$ cat src/hw/rtl/i2cm_pkg.sv
// shared types and constants of the i2c master byte engine
package i2cm_pkg;

  localparam int unsigned CmdWidth   = 3;
  localparam int unsigned ByteWidth  = 8;
  localparam int unsigned HalfWidth  = 16;
  localparam int unsigned TmoWidth   = 8;
  localparam int unsigned CfgWidth   = 16;
  localparam int unsigned QUEUE_DEPTH = 2;

  localparam logic [HalfWidth-1:0] HALF_PERIOD_RESET = 16'd50;
  localparam logic [TmoWidth-1:0]  ACK_TIMEOUT_RESET = 8'd250;

  // raw command codes on the input channel
  localparam logic [CmdWidth-1:0] CMD_NONE  = 3'd0;
  localparam logic [CmdWidth-1:0] CMD_START = 3'd1;
  localparam logic [CmdWidth-1:0] CMD_WRITE = 3'd2;
  localparam logic [CmdWidth-1:0] CMD_READ  = 3'd3;
  localparam logic [CmdWidth-1:0] CMD_STOP  = 3'd4;

  // configuration register indexes
  localparam logic CFG_HALF_PERIOD = 1'b0;
  localparam logic CFG_ACK_TIMEOUT = 1'b1;

  typedef enum logic [2:0] {
    OP_NONE,
    OP_START,
    OP_WRITE,
    OP_READ,
    OP_STOP
  } op_e;

  // classified tick handed from front to back
  typedef struct packed {
    op_e                  op;
    logic [ByteWidth-1:0] tx_byte;
    logic                 send_ack;
    logic                 sda_in;
  } tick_t;

  typedef struct packed {
    logic                 scl_level;
    logic                 sda_level;
    logic                 busy_res;
    logic                 done_res;
    logic [ByteWidth-1:0] rx_byte;
    logic                 ack_error;
  } result_t;

endpackage

$ cat src/hw/rtl/i2cm_if.sv
// channel interfaces of the i2c master byte engine
interface i2cm_in_if;
  logic                             valid;
  logic                             ready;
  logic [i2cm_pkg::CmdWidth-1:0]    command;
  logic [i2cm_pkg::ByteWidth-1:0]   tx_byte;
  logic                             send_ack;
  logic                             sda_in;

  modport source (output valid, command, tx_byte, send_ack, sda_in, input ready);
  modport sink   (input valid, command, tx_byte, send_ack, sda_in, output ready);
endinterface

interface i2cm_out_if;
  logic                             valid;
  logic                             ready;
  logic                             scl_level;
  logic                             sda_level;
  logic                             busy_res;
  logic                             done_res;
  logic [i2cm_pkg::ByteWidth-1:0]   rx_byte;
  logic                             ack_error;

  modport source (output valid, scl_level, sda_level, busy_res, done_res, rx_byte,
                  ack_error, input ready);
  modport sink   (input valid, scl_level, sda_level, busy_res, done_res, rx_byte,
                  ack_error, output ready);
endinterface

$ cat src/hw/rtl/i2c_master_byte_engine.sv
// top level of the i2c master byte engine
//
//   channel   dir  beat                                      handshake
//   in_if     in   command, tx_byte, send_ack, sda_in        valid/ready
//   out_if    out  scl_level, sda_level, busy_res, done_res,  valid/ready
//                  rx_byte, ack_error
//   cfg       in   cfg_we_i, cfg_idx_i, cfg_data_i           write enable only
//
// one beat in gives one beat out; a beat is taken every cycle while the queue is
// not full, and its result appears in the cycle after the sequencer steps on it;
// it passes the queue and then the output register. the sequencer state update
// is the only per-tick loop. reset returns both lines released, the sequencer
// idle and the registers to half period 50 and ack timeout 250; a stalled
// output holds the sequencer, and the queue absorbs input beats until it fills.
module i2c_master_byte_engine #(
  parameter int unsigned QueueDepth = i2cm_pkg::QUEUE_DEPTH
) (
  input  logic                             clk_i,
  input  logic                             rst_ni,
  input  logic                             cfg_we_i,
  input  logic                             cfg_idx_i,
  input  logic [i2cm_pkg::CfgWidth-1:0]    cfg_data_i,
  i2cm_in_if.sink                          in_if,
  i2cm_out_if.source                       out_if
);

  logic [i2cm_pkg::HalfWidth-1:0] half_q;
  logic [i2cm_pkg::TmoWidth-1:0]  tmo_q;
  logic                           push, full, pop, q_valid;
  i2cm_pkg::tick_t                tick_in, tick_out;

  always_ff @(posedge clk_i or negedge rst_ni) begin
    if (!rst_ni) begin
      half_q <= i2cm_pkg::HALF_PERIOD_RESET;
      tmo_q  <= i2cm_pkg::ACK_TIMEOUT_RESET;
    end else if (cfg_we_i) begin
      case (cfg_idx_i)
        i2cm_pkg::CFG_HALF_PERIOD: half_q <= cfg_data_i;
        i2cm_pkg::CFG_ACK_TIMEOUT: tmo_q  <= cfg_data_i[i2cm_pkg::TmoWidth-1:0];
        default: ;
      endcase
    end
  end

  i2cm_front u_front (
    .in_if    (in_if),
    .q_full_i (full),
    .push_o   (push),
    .tick_o   (tick_in)
  );

  i2cm_queue #(
    .Depth (QueueDepth)
  ) u_queue (
    .clk_i   (clk_i),
    .rst_ni  (rst_ni),
    .push_i  (push),
    .tick_i  (tick_in),
    .full_o  (full),
    .pop_i   (pop),
    .valid_o (q_valid),
    .tick_o  (tick_out)
  );

  i2cm_engine u_engine (
    .clk_i         (clk_i),
    .rst_ni        (rst_ni),
    .half_period_i (half_q),
    .ack_timeout_i (tmo_q),
    .q_valid_i     (q_valid),
    .tick_i        (tick_out),
    .pop_o         (pop),
    .out_if        (out_if)
  );

endmodule

$ cat src/hw/rtl/i2cm_front.sv
// front end: takes input beats and classifies the command
module i2cm_front (
  i2cm_in_if.sink                 in_if,
  input  logic                    q_full_i,
  output logic                    push_o,
  output i2cm_pkg::tick_t         tick_o
);

  i2cm_pkg::op_e op;

  always_comb begin
    case (in_if.command)
      i2cm_pkg::CMD_START: op = i2cm_pkg::OP_START;
      i2cm_pkg::CMD_WRITE: op = i2cm_pkg::OP_WRITE;
      i2cm_pkg::CMD_READ:  op = i2cm_pkg::OP_READ;
      i2cm_pkg::CMD_STOP:  op = i2cm_pkg::OP_STOP;
      default:             op = i2cm_pkg::OP_NONE;
    endcase
  end

  assign in_if.ready      = !q_full_i;
  assign push_o           = in_if.valid && !q_full_i;
  assign tick_o.op        = op;
  assign tick_o.tx_byte   = in_if.tx_byte;
  assign tick_o.send_ack  = in_if.send_ack;
  assign tick_o.sda_in    = in_if.sda_in;

endmodule

$ cat src/hw/rtl/i2cm_queue.sv
// short queue of classified ticks between front and back
module i2cm_queue #(
  parameter int unsigned Depth = i2cm_pkg::QUEUE_DEPTH
) (
  input  logic             clk_i,
  input  logic             rst_ni,
  input  logic             push_i,
  input  i2cm_pkg::tick_t  tick_i,
  output logic             full_o,
  input  logic             pop_i,
  output logic             valid_o,
  output i2cm_pkg::tick_t  tick_o
);

  localparam int unsigned PtrW = (Depth > 1) ? $clog2(Depth) : 1;
  localparam int unsigned CntW = $clog2(Depth + 1);
  localparam logic [PtrW-1:0] LastPtr = PtrW'(Depth - 1);

  i2cm_pkg::tick_t mem_q [Depth];
  logic [PtrW-1:0] wr_q, wr_d, rd_q, rd_d;
  logic [CntW-1:0] cnt_q, cnt_d;
  logic            do_push, do_pop;

  assign full_o  = (cnt_q == CntW'(Depth));
  assign valid_o = (cnt_q != '0);
  assign tick_o  = mem_q[rd_q];
  assign do_push = push_i && !full_o;
  assign do_pop  = pop_i && valid_o;

  always_comb begin
    wr_d  = wr_q;
    rd_d  = rd_q;
    cnt_d = cnt_q;
    if (do_push) begin
      wr_d = (wr_q == LastPtr) ? '0 : wr_q + 1'b1;
    end
    if (do_pop) begin
      rd_d = (rd_q == LastPtr) ? '0 : rd_q + 1'b1;
    end
    if (do_push && !do_pop) begin
      cnt_d = cnt_q + 1'b1;
    end else if (do_pop && !do_push) begin
      cnt_d = cnt_q - 1'b1;
    end
  end

  always_ff @(posedge clk_i or negedge rst_ni) begin
    if (!rst_ni) begin
      wr_q  <= '0;
      rd_q  <= '0;
      cnt_q <= '0;
    end else begin
      wr_q  <= wr_d;
      rd_q  <= rd_d;
      cnt_q <= cnt_d;
    end
  end

  always_ff @(posedge clk_i) begin
    if (do_push) begin
      mem_q[wr_q] <= tick_i;
    end
  end

endmodule

$ cat src/hw/rtl/i2cm_engine.sv
// back end: i2c bit sequencer stepped once per tick, with output register
module i2cm_engine (
  input  logic                                clk_i,
  input  logic                                rst_ni,
  input  logic [i2cm_pkg::HalfWidth-1:0]      half_period_i,
  input  logic [i2cm_pkg::TmoWidth-1:0]       ack_timeout_i,
  input  logic                                q_valid_i,
  input  i2cm_pkg::tick_t                     tick_i,
  output logic                                pop_o,
  i2cm_out_if.source                          out_if
);

  typedef enum logic [4:0] {
    PH_IDLE, PH_ST_REL, PH_ST_SCL, PH_ST_SDA, PH_W_LOW, PH_W_HIGH, PH_WA_LOW,
    PH_WA_WAIT, PH_R_LOW, PH_R_HIGH, PH_RA_LOW, PH_RA_HIGH, PH_SP_LOW,
    PH_SP_SCL, PH_SP_SDA
  } phase_e;

  phase_e                            phase_q, phase_d;
  logic [3:0]                        bit_q, bit_d;
  logic [i2cm_pkg::ByteWidth-1:0]    shift_q, shift_d;
  logic [i2cm_pkg::HalfWidth-1:0]    dly_q, dly_d, dly_load;
  logic [i2cm_pkg::TmoWidth-1:0]     wait_q, wait_d;
  logic [i2cm_pkg::ByteWidth-1:0]    rx_q, rx_d;
  logic                              scl_q, scl_d, sda_q, sda_d;
  logic                              ackf_q, ackf_d, choice_q, choice_d;
  logic                              done;
  logic                              expired;
  logic                              out_valid_q;
  i2cm_pkg::result_t                 res_q, res_d;

  // a tick is taken whenever the output register is free or drains this cycle
  assign pop_o    = q_valid_i && (!out_valid_q || out_if.ready);
  assign dly_load = (half_period_i == '0) ? i2cm_pkg::HalfWidth'(1) : half_period_i;
  assign expired  = (dly_q <= i2cm_pkg::HalfWidth'(1));

  always_comb begin
    phase_d  = phase_q;
    bit_d    = bit_q;
    shift_d  = shift_q;
    dly_d    = dly_q;
    wait_d   = wait_q;
    rx_d     = rx_q;
    scl_d    = scl_q;
    sda_d    = sda_q;
    ackf_d   = ackf_q;
    choice_d = choice_q;
    done     = 1'b0;

    // timed phases count down until their last tick
    if (phase_q != PH_IDLE && phase_q != PH_WA_WAIT && !expired) begin
      dly_d = dly_q - 1'b1;
    end

    case (phase_q)
      PH_IDLE: begin
        case (tick_i.op)
          i2cm_pkg::OP_START: begin
            sda_d = 1'b1; phase_d = PH_ST_REL; dly_d = dly_load;
          end
          i2cm_pkg::OP_WRITE: begin
            ackf_d = 1'b0; shift_d = tick_i.tx_byte; bit_d = '0;
            scl_d = 1'b0; sda_d = tick_i.tx_byte[7];
            phase_d = PH_W_LOW; dly_d = dly_load;
          end
          i2cm_pkg::OP_READ: begin
            choice_d = tick_i.send_ack; shift_d = '0; bit_d = '0;
            scl_d = 1'b0; sda_d = 1'b1; phase_d = PH_R_LOW; dly_d = dly_load;
          end
          i2cm_pkg::OP_STOP: begin
            scl_d = 1'b0; sda_d = 1'b0; phase_d = PH_SP_LOW; dly_d = dly_load;
          end
          default: ;
        endcase
      end
      PH_ST_REL: if (expired) begin
        scl_d = 1'b1; phase_d = PH_ST_SCL; dly_d = dly_load;
      end
      PH_ST_SCL: if (expired) begin
        sda_d = 1'b0; phase_d = PH_ST_SDA; dly_d = dly_load;
      end
      PH_ST_SDA: if (expired) begin
        scl_d = 1'b0; phase_d = PH_IDLE; done = 1'b1;
      end
      PH_W_LOW: if (expired) begin
        scl_d = 1'b1; phase_d = PH_W_HIGH; dly_d = dly_load;
      end
      PH_W_HIGH: if (expired) begin
        scl_d = 1'b0;
        bit_d = bit_q + 1'b1;
        dly_d = dly_load;
        if (bit_d >= 4'd8) begin
          sda_d = 1'b1; phase_d = PH_WA_LOW;
        end else begin
          shift_d = {shift_q[6:0], 1'b0};
          sda_d   = shift_q[6];
          phase_d = PH_W_LOW;
        end
      end
      PH_WA_LOW: if (expired) begin
        scl_d = 1'b1; wait_d = '0; phase_d = PH_WA_WAIT;
      end
      PH_WA_WAIT: begin
        if (!tick_i.sda_in) begin
          scl_d = 1'b0; phase_d = PH_IDLE; done = 1'b1;
        end else begin
          wait_d = wait_q + 1'b1;
          // no ack in time: flag it and stop on our own
          if (wait_d >= ack_timeout_i) begin
            ackf_d = 1'b1; scl_d = 1'b0; sda_d = 1'b0;
            phase_d = PH_SP_LOW; dly_d = dly_load;
          end
        end
      end
      PH_R_LOW: if (expired) begin
        scl_d = 1'b1; phase_d = PH_R_HIGH; dly_d = dly_load;
      end
      PH_R_HIGH: if (expired) begin
        shift_d = {shift_q[6:0], tick_i.sda_in};
        scl_d   = 1'b0;
        bit_d   = bit_q + 1'b1;
        dly_d   = dly_load;
        if (bit_d >= 4'd8) begin
          rx_d = shift_d; sda_d = !choice_q; phase_d = PH_RA_LOW;
        end else begin
          phase_d = PH_R_LOW;
        end
      end
      PH_RA_LOW: if (expired) begin
        scl_d = 1'b1; phase_d = PH_RA_HIGH; dly_d = dly_load;
      end
      PH_RA_HIGH: if (expired) begin
        scl_d = 1'b0; phase_d = PH_IDLE; done = 1'b1;
      end
      PH_SP_LOW: if (expired) begin
        scl_d = 1'b1; phase_d = PH_SP_SCL; dly_d = dly_load;
      end
      PH_SP_SCL: if (expired) begin
        sda_d = 1'b1; phase_d = PH_SP_SDA; dly_d = dly_load;
      end
      PH_SP_SDA: if (expired) begin
        phase_d = PH_IDLE; done = 1'b1;
      end
      default: phase_d = PH_IDLE;
    endcase

    res_d.scl_level = scl_d;
    res_d.sda_level = sda_d;
    res_d.busy_res  = (phase_d != PH_IDLE);
    res_d.done_res  = done;
    res_d.rx_byte   = rx_d;
    res_d.ack_error = ackf_d;
  end

  always_ff @(posedge clk_i or negedge rst_ni) begin
    if (!rst_ni) begin
      phase_q     <= PH_IDLE;
      bit_q       <= '0;
      shift_q     <= '0;
      dly_q       <= '0;
      wait_q      <= '0;
      rx_q        <= '0;
      scl_q       <= 1'b1;
      sda_q       <= 1'b1;
      ackf_q      <= 1'b0;
      choice_q    <= 1'b0;
      out_valid_q <= 1'b0;
    end else begin
      if (pop_o) begin
        phase_q  <= phase_d;
        bit_q    <= bit_d;
        shift_q  <= shift_d;
        dly_q    <= dly_d;
        wait_q   <= wait_d;
        rx_q     <= rx_d;
        scl_q    <= scl_d;
        sda_q    <= sda_d;
        ackf_q   <= ackf_d;
        choice_q <= choice_d;
      end
      if (pop_o) begin
        out_valid_q <= 1'b1;
      end else if (out_if.ready) begin
        out_valid_q <= 1'b0;
      end
    end
  end

  always_ff @(posedge clk_i) begin
    if (pop_o) begin
      res_q <= res_d;
    end
  end

  assign out_if.valid     = out_valid_q;
  assign out_if.scl_level = res_q.scl_level;
  assign out_if.sda_level = res_q.sda_level;
  assign out_if.busy_res  = res_q.busy_res;
  assign out_if.done_res  = res_q.done_res;
  assign out_if.rx_byte   = res_q.rx_byte;
  assign out_if.ack_error = res_q.ack_error;

endmodule

$ cat src/flat_wrapper.sv
// flat-port wrapper written by rule: the top's interface ports become plain ports
module i2c_master_byte_engine_flat 
#(
  parameter int unsigned QueueDepth = i2cm_pkg::QUEUE_DEPTH
)
  (clk_i, rst_ni, cfg_we_i, cfg_idx_i, cfg_data_i, in_if_valid, in_if_command, in_if_tx_byte, in_if_send_ack, in_if_sda_in, in_if_ready, out_if_valid, out_if_scl_level, out_if_sda_level, out_if_busy_res, out_if_done_res, out_if_rx_byte, out_if_ack_error, out_if_ready);
  i2cm_in_if in_if_i ();
  i2cm_out_if out_if_i ();
  input  logic clk_i;
  input  logic rst_ni;
  input  logic cfg_we_i;
  input  logic cfg_idx_i;
  input  logic [i2cm_pkg::CfgWidth-1:0] cfg_data_i;
  input wire logic [$bits(in_if_i.valid)-1:0] in_if_valid;
  input wire logic [$bits(in_if_i.command)-1:0] in_if_command;
  input wire logic [$bits(in_if_i.tx_byte)-1:0] in_if_tx_byte;
  input wire logic [$bits(in_if_i.send_ack)-1:0] in_if_send_ack;
  input wire logic [$bits(in_if_i.sda_in)-1:0] in_if_sda_in;
  output wire logic [$bits(in_if_i.ready)-1:0] in_if_ready;
  output wire logic [$bits(out_if_i.valid)-1:0] out_if_valid;
  output wire logic [$bits(out_if_i.scl_level)-1:0] out_if_scl_level;
  output wire logic [$bits(out_if_i.sda_level)-1:0] out_if_sda_level;
  output wire logic [$bits(out_if_i.busy_res)-1:0] out_if_busy_res;
  output wire logic [$bits(out_if_i.done_res)-1:0] out_if_done_res;
  output wire logic [$bits(out_if_i.rx_byte)-1:0] out_if_rx_byte;
  output wire logic [$bits(out_if_i.ack_error)-1:0] out_if_ack_error;
  input wire logic [$bits(out_if_i.ready)-1:0] out_if_ready;
  assign in_if_i.valid = in_if_valid;
  assign in_if_i.command = in_if_command;
  assign in_if_i.tx_byte = in_if_tx_byte;
  assign in_if_i.send_ack = in_if_send_ack;
  assign in_if_i.sda_in = in_if_sda_in;
  assign in_if_ready = in_if_i.ready;
  assign out_if_valid = out_if_i.valid;
  assign out_if_scl_level = out_if_i.scl_level;
  assign out_if_sda_level = out_if_i.sda_level;
  assign out_if_busy_res = out_if_i.busy_res;
  assign out_if_done_res = out_if_i.done_res;
  assign out_if_rx_byte = out_if_i.rx_byte;
  assign out_if_ack_error = out_if_i.ack_error;
  assign out_if_i.ready = out_if_ready;
  i2c_master_byte_engine #(.QueueDepth(QueueDepth)) u_core (.clk_i(clk_i), .rst_ni(rst_ni), .cfg_we_i(cfg_we_i), .cfg_idx_i(cfg_idx_i), .cfg_data_i(cfg_data_i), .in_if(in_if_i), .out_if(out_if_i));
endmodule
$ cat config.mk
export PLATFORM = sky130hd
export DESIGN_NAME = i2c_master_byte_engine_flat
export DESIGN_NICKNAME = d
export VERILOG_FILES = /design/src/hw/rtl/i2cm_pkg.sv /design/src/hw/rtl/i2cm_if.sv /design/src/hw/rtl/i2c_master_byte_engine.sv /design/src/hw/rtl/i2cm_front.sv /design/src/hw/rtl/i2cm_queue.sv /design/src/hw/rtl/i2cm_engine.sv /design/src/flat_wrapper.sv
export SDC_FILE = /design/constraint.sdc
export NUM_CORES = 1
export LEC_CHECK = 0
export ABC_AREA = 1
export ABC_CLOCK_PERIOD_IN_PS = 5600
export BUFFER_PORTS_ARGS = -buffer_cell sky130_fd_sc_hd__buf_4
export CAP_MARGIN = 20
export CORE_MARGIN = 5
export CORE_UTILIZATION = 55
export DETAILED_ROUTE_END_ITERATION = 8
export PLACE_DENSITY = 0.78
export SYNTH_ARGS = -nofsm -noshare
export SYNTH_HDL_FRONTEND = slang
export SYNTH_SLANG_ARGS = --single-unit
$ cat constraint.sdc
create_clock -name clk_i -period 5.6 [get_ports clk_i]
set_input_delay 0 -clock clk_i [delete_from_list [all_inputs] [get_ports clk_i]]
set_output_delay 0 -clock clk_i [all_outputs]
set_load 0.03 [all_outputs]
# --- Word-level counts from Yosys, hierarchy flattened ---
# Memories as Yosys holds them, arrays and structs flattened.
# Index checks and enable logic that the tools add are counted.
# W data, S select, Z words.
totals:
  regBits: 94
  mem_bits_rw: 26
  in_bits: 35
  n_memories: 1
op_classes:
  add_sub_neg: 7
  n_lt_le_gt_ge: 3
  n_eq_ne: 32
  n_mux: 70
  bitwise: 1
  reduce_logical: 40
memory_table:
  columns: ["memory", "depth", "width", "read_ports", "rd_ports_with_merged_regs", "write_ports", "line", "text"]
  rows:
  - ["u_core.u_queue.mem_q", 2, 13, 1, 0, 1, "i2cm_queue.sv:19", "i2cm_pkg::tick_t mem_q [Depth];"]
op_table:
  columns: ["operator", "count"]
  rows:
  - ["$mux W16", 6]
  - ["$mux W5", 13]
  - ["$pmux W5 S13", 1]
  - ["$pmux W16 S3", 1]
  - ["$mux W8", 5]
  - ["$eq A5 B4 Y1 const B", 7]
  - ["$mux W1", 24]
  - ["$mux W7", 3]
  - ["$pmux W7 S3", 1]
  - ["$eq A5 B3 Y1 const B", 4]
  - ["$pmux W5 S4", 1]
  - ["$le A16 B1 Y1 const B", 1]
  - ["$logic_not A16 Y1", 1]
  - ["$pmux W8 S2", 1]
  - ["$sub A16 B1 Y16 const B", 1]
  - ["$pmux W7 S2", 1]
  - ["$eq A3 B2 Y1 const B", 4]
  - ["$ne A2 B2 Y1 const B", 6]
  - ["$pmux W3 S4", 1]
  - ["$eq A5 B2 Y1 const B", 2]
  - ["$reduce_bool A2 Y1", 5]
  - ["$reduce_bool A5 Y1", 2]
  - ["$reduce_or A9 Y1", 1]
  - ["$add A8 B1 Y8 const B", 1]
  - ["34 further kinds", 60]

# --- Depth between registers and ports, before layout ---
logic_depth:
  word_depth: 8
  depth_mapped: 21
  ltp_nobuf: 20

# --- Cells and area by module ---
# Synthesis repeated with hierarchy kept, for this count alone.
hier_totals:
  cells_unflattened: 887
  area_unflattened_um2: 7091.8
modules_own_cells:
  columns: ["module", "instances", "cells_per_inst", "area_per_inst_um2", "seq_area_each_um2"]
  rows:
  - ["i2cm_engine", 1, 663, 4717.0, 1719.1]
  - ["i2cm_queue", 1, 99, 1186.1, 880.8]
  - ["i2c_master_byte_engine", 1, 105, 1076.0, 611.8]
  - ["i2cm_front", 1, 20, 112.6, 0.0]

# --- Least setup slack after synthesis ---
# Ideal clock, no wire load.
synth_timing:
  path_kind: "register -> register"
  startpoint: "register u_core.u_engine.wait_q[2] in the netlist's numbering"
  endpoint: "register u_core.u_engine.dly_q[2] in the netlist's numbering"
  arrival_ns: 2.461
  required_time_ns: 5.487
  path_slack_ns: 3.026
  stages_incl_launch_ff: 21
  n_path_buf: 1
  synth_period_minus_slack_ns: 2.574
  cell_sequence: "dfrtp_1 inv_1 nor3_1 nand3_1 nor2_1 nand2_1 xor2_1 inv_1 ha_1 nand2_1 nor2_1 nand4_1 nand3_1 nand2_1 nand3_1 buf_4 inv_2 o21ai_1 nand3_1 nand2_1 inv_1"
synth_via:
  elab_chain_cells: 5
synth_rtl:
  columns: ["item", "line", "text"]
  rows:
  - ["start, declared", "i2cm_engine.sv:23", "logic [i2cm_pkg::TmoWidth-1:0] wait_q, wait_d;"]
  - ["start signal, assigned", "i2cm_engine.sv:174", "wait_q <= wait_d;"]
  - ["$add A8 B1 Y8", "i2cm_engine.sv:107", "wait_d = wait_q + 1'b1;"]
  - ["$ge A8 B8 Y1", "i2cm_engine.sv:109", "if (wait_d >= ack_timeout_i) begin"]
  - ["$mux W16", "i2cm_engine.sv:109", null]
  - ["$mux W16", "i2cm_engine.sv:104", "if (!tick_i.sda_in) begin"]
  - ["$pmux W16 S3", "i2cm_engine.sv:55", "case (phase_q)"]
  - ["end signal, assigned", "i2cm_engine.sv:173", "dly_q <= dly_d;"]
  - ["end, declared", "i2cm_engine.sv:22", "logic [i2cm_pkg::HalfWidth-1:0] dly_q, dly_d, dly_load;"]
# No other way between the ends.
# A chain may end at the register's enable or synchronous reset.

# --- Worst setup path in the final report ---
layout_timing:
  startpoint: "register u_core.u_engine.wait_q[2] in the netlist's numbering"
  endpoint: "register u_core.u_engine.dly_q[9] in the netlist's numbering"
# Same word-level chain as after synthesis.

==> impl_metrics.ini <==
[run_status]
status = finished clean

[global_route]
grt_pass1_vias = 5359
grt_pass1_wl_um = 25820
grt_max_degree = 82
antenna_found_initial = 0
globalRouteTotalUtil_pct = 22.63
grt-ovfl-total = 0

[die]
ios = 50
core_mm2 = 0.01147
initial_core_util_pct = 56.30
fp.dieH_um = 118.3
die_w_um = 118.3
std_cell_rows = 39
die_area_mm2 = 0.01401

[placed_design]
portBuffers = 49
dp.final_hpwl_um = 10380
place_congestion = 0.9321
dp_slack_ps = 1906

[critical_path]
crit_fanout = 26
path_class = reg -> reg
cp.required_ps = 5910
cpLargestDelayFamily = simple AND/OR/NAND/NOR gates
worst_setup_path_end_kind = flop
cp_cell_sequence = inv_1 -> nor3_1 -> nand3_1 -> nor2_1 -> nand2_1 -> xor2_1 -> inv_1 -> ha_1 -> nand2_1 -> inv_1 -> nor2_1 -> o21a_1 -> nand3_1 -> nand2_1 -> nand3_1 -> buf_8 -> nand3_1 -> nand2_1 -> nor2_1 -> nor2_1
r2r-start = u_core.u_engine.wait_q[2]$_DFFE_PN0P_
cpPeakStageDelay_ps = 390
cp_num_buf_inv = 4
crit_start = u_core.u_engine.wait_q[2]$_DFFE_PN0P_
cp.arrival_ps = 3530
start_kind = flop
crit_slowest_cell = dfrtp_1

[layout]
seqCellArea_mm2 = 0.003212
syn2layout_area_growth_pct = 21.76
drive_gt1_share_pct = 16.49
nNetsFinal = 902
layout_commonest_cell = nand2_1
multi_input_comb_area_mm2 = 0.002740
final_cell_mix = nand2_1, nor2_1, inv_1, dfrtp_1, buf_4
n_fill_cell = 869
diodes = 0

[sta]
fin_crit_ps = 3223
layout_setup_ws_ps = 2377
hold_slack_ps = 115.3
fmax_mhz = 310.3
hold_viol = 0
finalCritPeriodShare_pct = 57.55
setup_viol = 0
rsz0062_at_grt = no
worst_pin_slew_ps = 1057
slew_violations = 0
slew_headroom_pct = 29.28
fin_worst_skew_ps = 6.500
final.setup.tns_ps = 0

[power]
combPwrFrac_pct = 41.8
total_power_mw = 4.236
p_leak_nw = 3.676
p_sw_mw = 1.771
netSwitchingFraction_pct = 41.80
peakVddDrop_uv = 420.7
seq_power_share_pct = 32.8
p_clk_share_pct = 25.4
powerDensity_mw_per_mm2 = 538.8
intPower_mw = 2.465

[clock_tree]
cts_tree = built
cts_buffers = 17
htree_levels = 4
clkSlewWorstSetupHoldPaths_ps = 60
cts_resized = 0
cts_hold_buf = 33
post_cts_buffers = 0
insertion_delay_ps = 420
ctsLongestPathBuffers = 2
clock-sinks = 120
clk_root_buffer_cell = clkbuf_16

[hold_path]
hold_start = cfg_we_i
hold_class = in -> reg

[logic_synthesis]
ys_seq_elements = 120
postSynthCellCount = 772
ys_types = 47
synth_nets = 820
yosys_warnings = 0
synth_seq_area_share_pct = 49.75
syn_avg_cell_area_um2 = 8.363
synthesis.area_mm2 = 0.006456

[route]
avgViaCountPerCell = 5.371
drt_wl_total_um = 15360
wirelength_met1_um = 6544
remaining_drc_errors = 0
dr_total_vias = 5425
postRouteAntennaNets = 0
wl_per_cell_um = 15.21
first_pass_iters = 5
met2_length_um = 7729
top_layer = met4
wl_met3_um = 746
first_iter_violations = 467

[run]
max_cap_violations = 0
[through the flow]
stage          util, %  instances  cell area [um^2]
2_1_floorplan        -        772              6456
3_3_place_gp     60.15        942              6898
3_5_place_dp     60.15        942              6898
4_1_cts          68.10       1007              7809
5_1_grt          68.55       1010              7861
6_report         68.55       1010              7861
[synthesized netlist by cell type, drive strengths merged]
| master | n | area share, % |
|---|---|---|
| nand4 | 14 | 1.4 |
| o22ai | 5 | 0.48 |
| o32ai | 7 | 0.95 |
| o211ai | 4 | 0.47 |
| ha | 13 | 2.5 |
| o21ai | 67 | 5.7 |
| o21a | 1 | 0.12 |
| nand3b | 1 | 0.12 |
| a31o | 1 | 0.14 |
| dfstp | 11 | 4.5 |
| nand2 | 170 | 10 |
| nor2 | 120 | 7.7 |
| inv | 100 | 5.9 |
| xor2 | 18 | 2.4 |
| clkinv | 1 | 0.058 |
| a21oi | 38 | 3.5 |
| nand3 | 41 | 3.4 |
| edfxtp | 39 | 18 |
| dfrtp | 70 | 27 |
| a22oi | 2 | 0.23 |
| clkbuf | 10 | 0.58 |
| o31ai | 2 | 0.23 |
| o21bai | 1 | 0.12 |
| buf | 14 | 1.5 |
| nor4 | 4 | 0.39 |
| nor3 | 12 | 1.3 |
| or2 | 1 | 0.097 |
| xnor2 | 5 | 0.68 |
[power groups by stage]
stage	sequential [mW]	clock, mW	combinational [mW]
floorplan	1.41	0	1.30
global placement	1.39	0	1.67
detailed placement	1.39	0	1.71
CTS	1.39	1.08	1.75
global route	1.42	1.13	1.99
finish	1.39	1.08	1.77
[worst register-to-register path, cell delays in order (launching register included)]
cell and delay [ps]:
dfrtp_1 390, inv_1 70, nor3_1 290, nand3_1 160, nor2_1 130, nand2_1 80, xor2_1 180, inv_1 70
ha_1 300, nand2_1 70, inv_1 40, nor2_1 80, o21a_1 160, nand3_1 90, nand2_1 130, nand3_1 250
buf_8 260, nand3_1 90, nand2_1 80, nor2_1 150, nor2_1 50
[final timing paths]
kind / end / slack (ps) / cells past startpoint
worst max-delay path: u_core.u_engine.dly_q[9]$_DFFE_PN0P_ / 2380 / 20
worst min-delay path: u_core.tmo_q[6]$_DFFE_PN1P_ / 120 / 4
worst max register to register: u_core.u_engine.dly_q[9]$_DFFE_PN0P_ / 2380 / 20
worst min register to register: u_core.u_engine.scl_q$_DFFE_PN1P_ / 480 / 2
max in group asynchronous: u_core.u_engine.sda_q$_DFFE_PN1P_ / 4490 / 4
min in group asynchronous: u_core.half_q[7]$_DFFE_PN0P_ / 500 / 3
[layout make-up]
| cell class | count | share of cell area (%) |
|---|---|---|
| well taps | 143 | 2.276 |
| clock buffers | 19 | 5.507 |
| flip-flops and latches | 120 | 40.86 |
| repair buffers | 87 | 9.741 |
| inverters | 101 | 4.886 |
| clock inverters | 13 | 1.878 |
| multi-input cells | 527 | 34.86 |
[layer usage]
metal	global-route usage (%)	vias to the layer above
met3	5.683	27
met5	0	-
met1	28.31	2549
met4	9.176	0
met2	37.62	162
li1	-	2687
[cells by family (layout without fill, tap and decap cells)]
logic type | count (synthesis) | count (layout) | share of synthesized area (%)
AND/OR/NAND/NOR | 363 | 363 | 24.71
AO/OA/AOI/OAI | 128 | 128 | 11.92
buffers and inverters | 125 | 220 | 7.984
flip-flops | 120 | 120 | 49.75
XOR/XNOR | 23 | 23 | 3.120
adder cells (fa/ha/maj) | 13 | 13 | 2.519
[registers in the layout, summed over array words and instances (netlist names), 2 cells and up]
| register | cells |
|---|---|
| u_core.u_queue.cnt_q | 2 |
| u_core.half_q | 16 |
| u_core.u_engine.rx_q | 8 |
| u_core.u_engine.bit_q | 4 |
| u_core.u_engine.shift_q | 7 |
| u_core.u_engine.out_if.rx_byte | 8 |
| u_core.u_engine.phase_q | 5 |
| u_core.u_engine.dly_q | 16 |
| u_core.u_queue.mem_q | 26 |
| u_core.tmo_q | 8 |
| u_core.u_engine.wait_q | 8 |
Power figures use the tool's default switching activity.
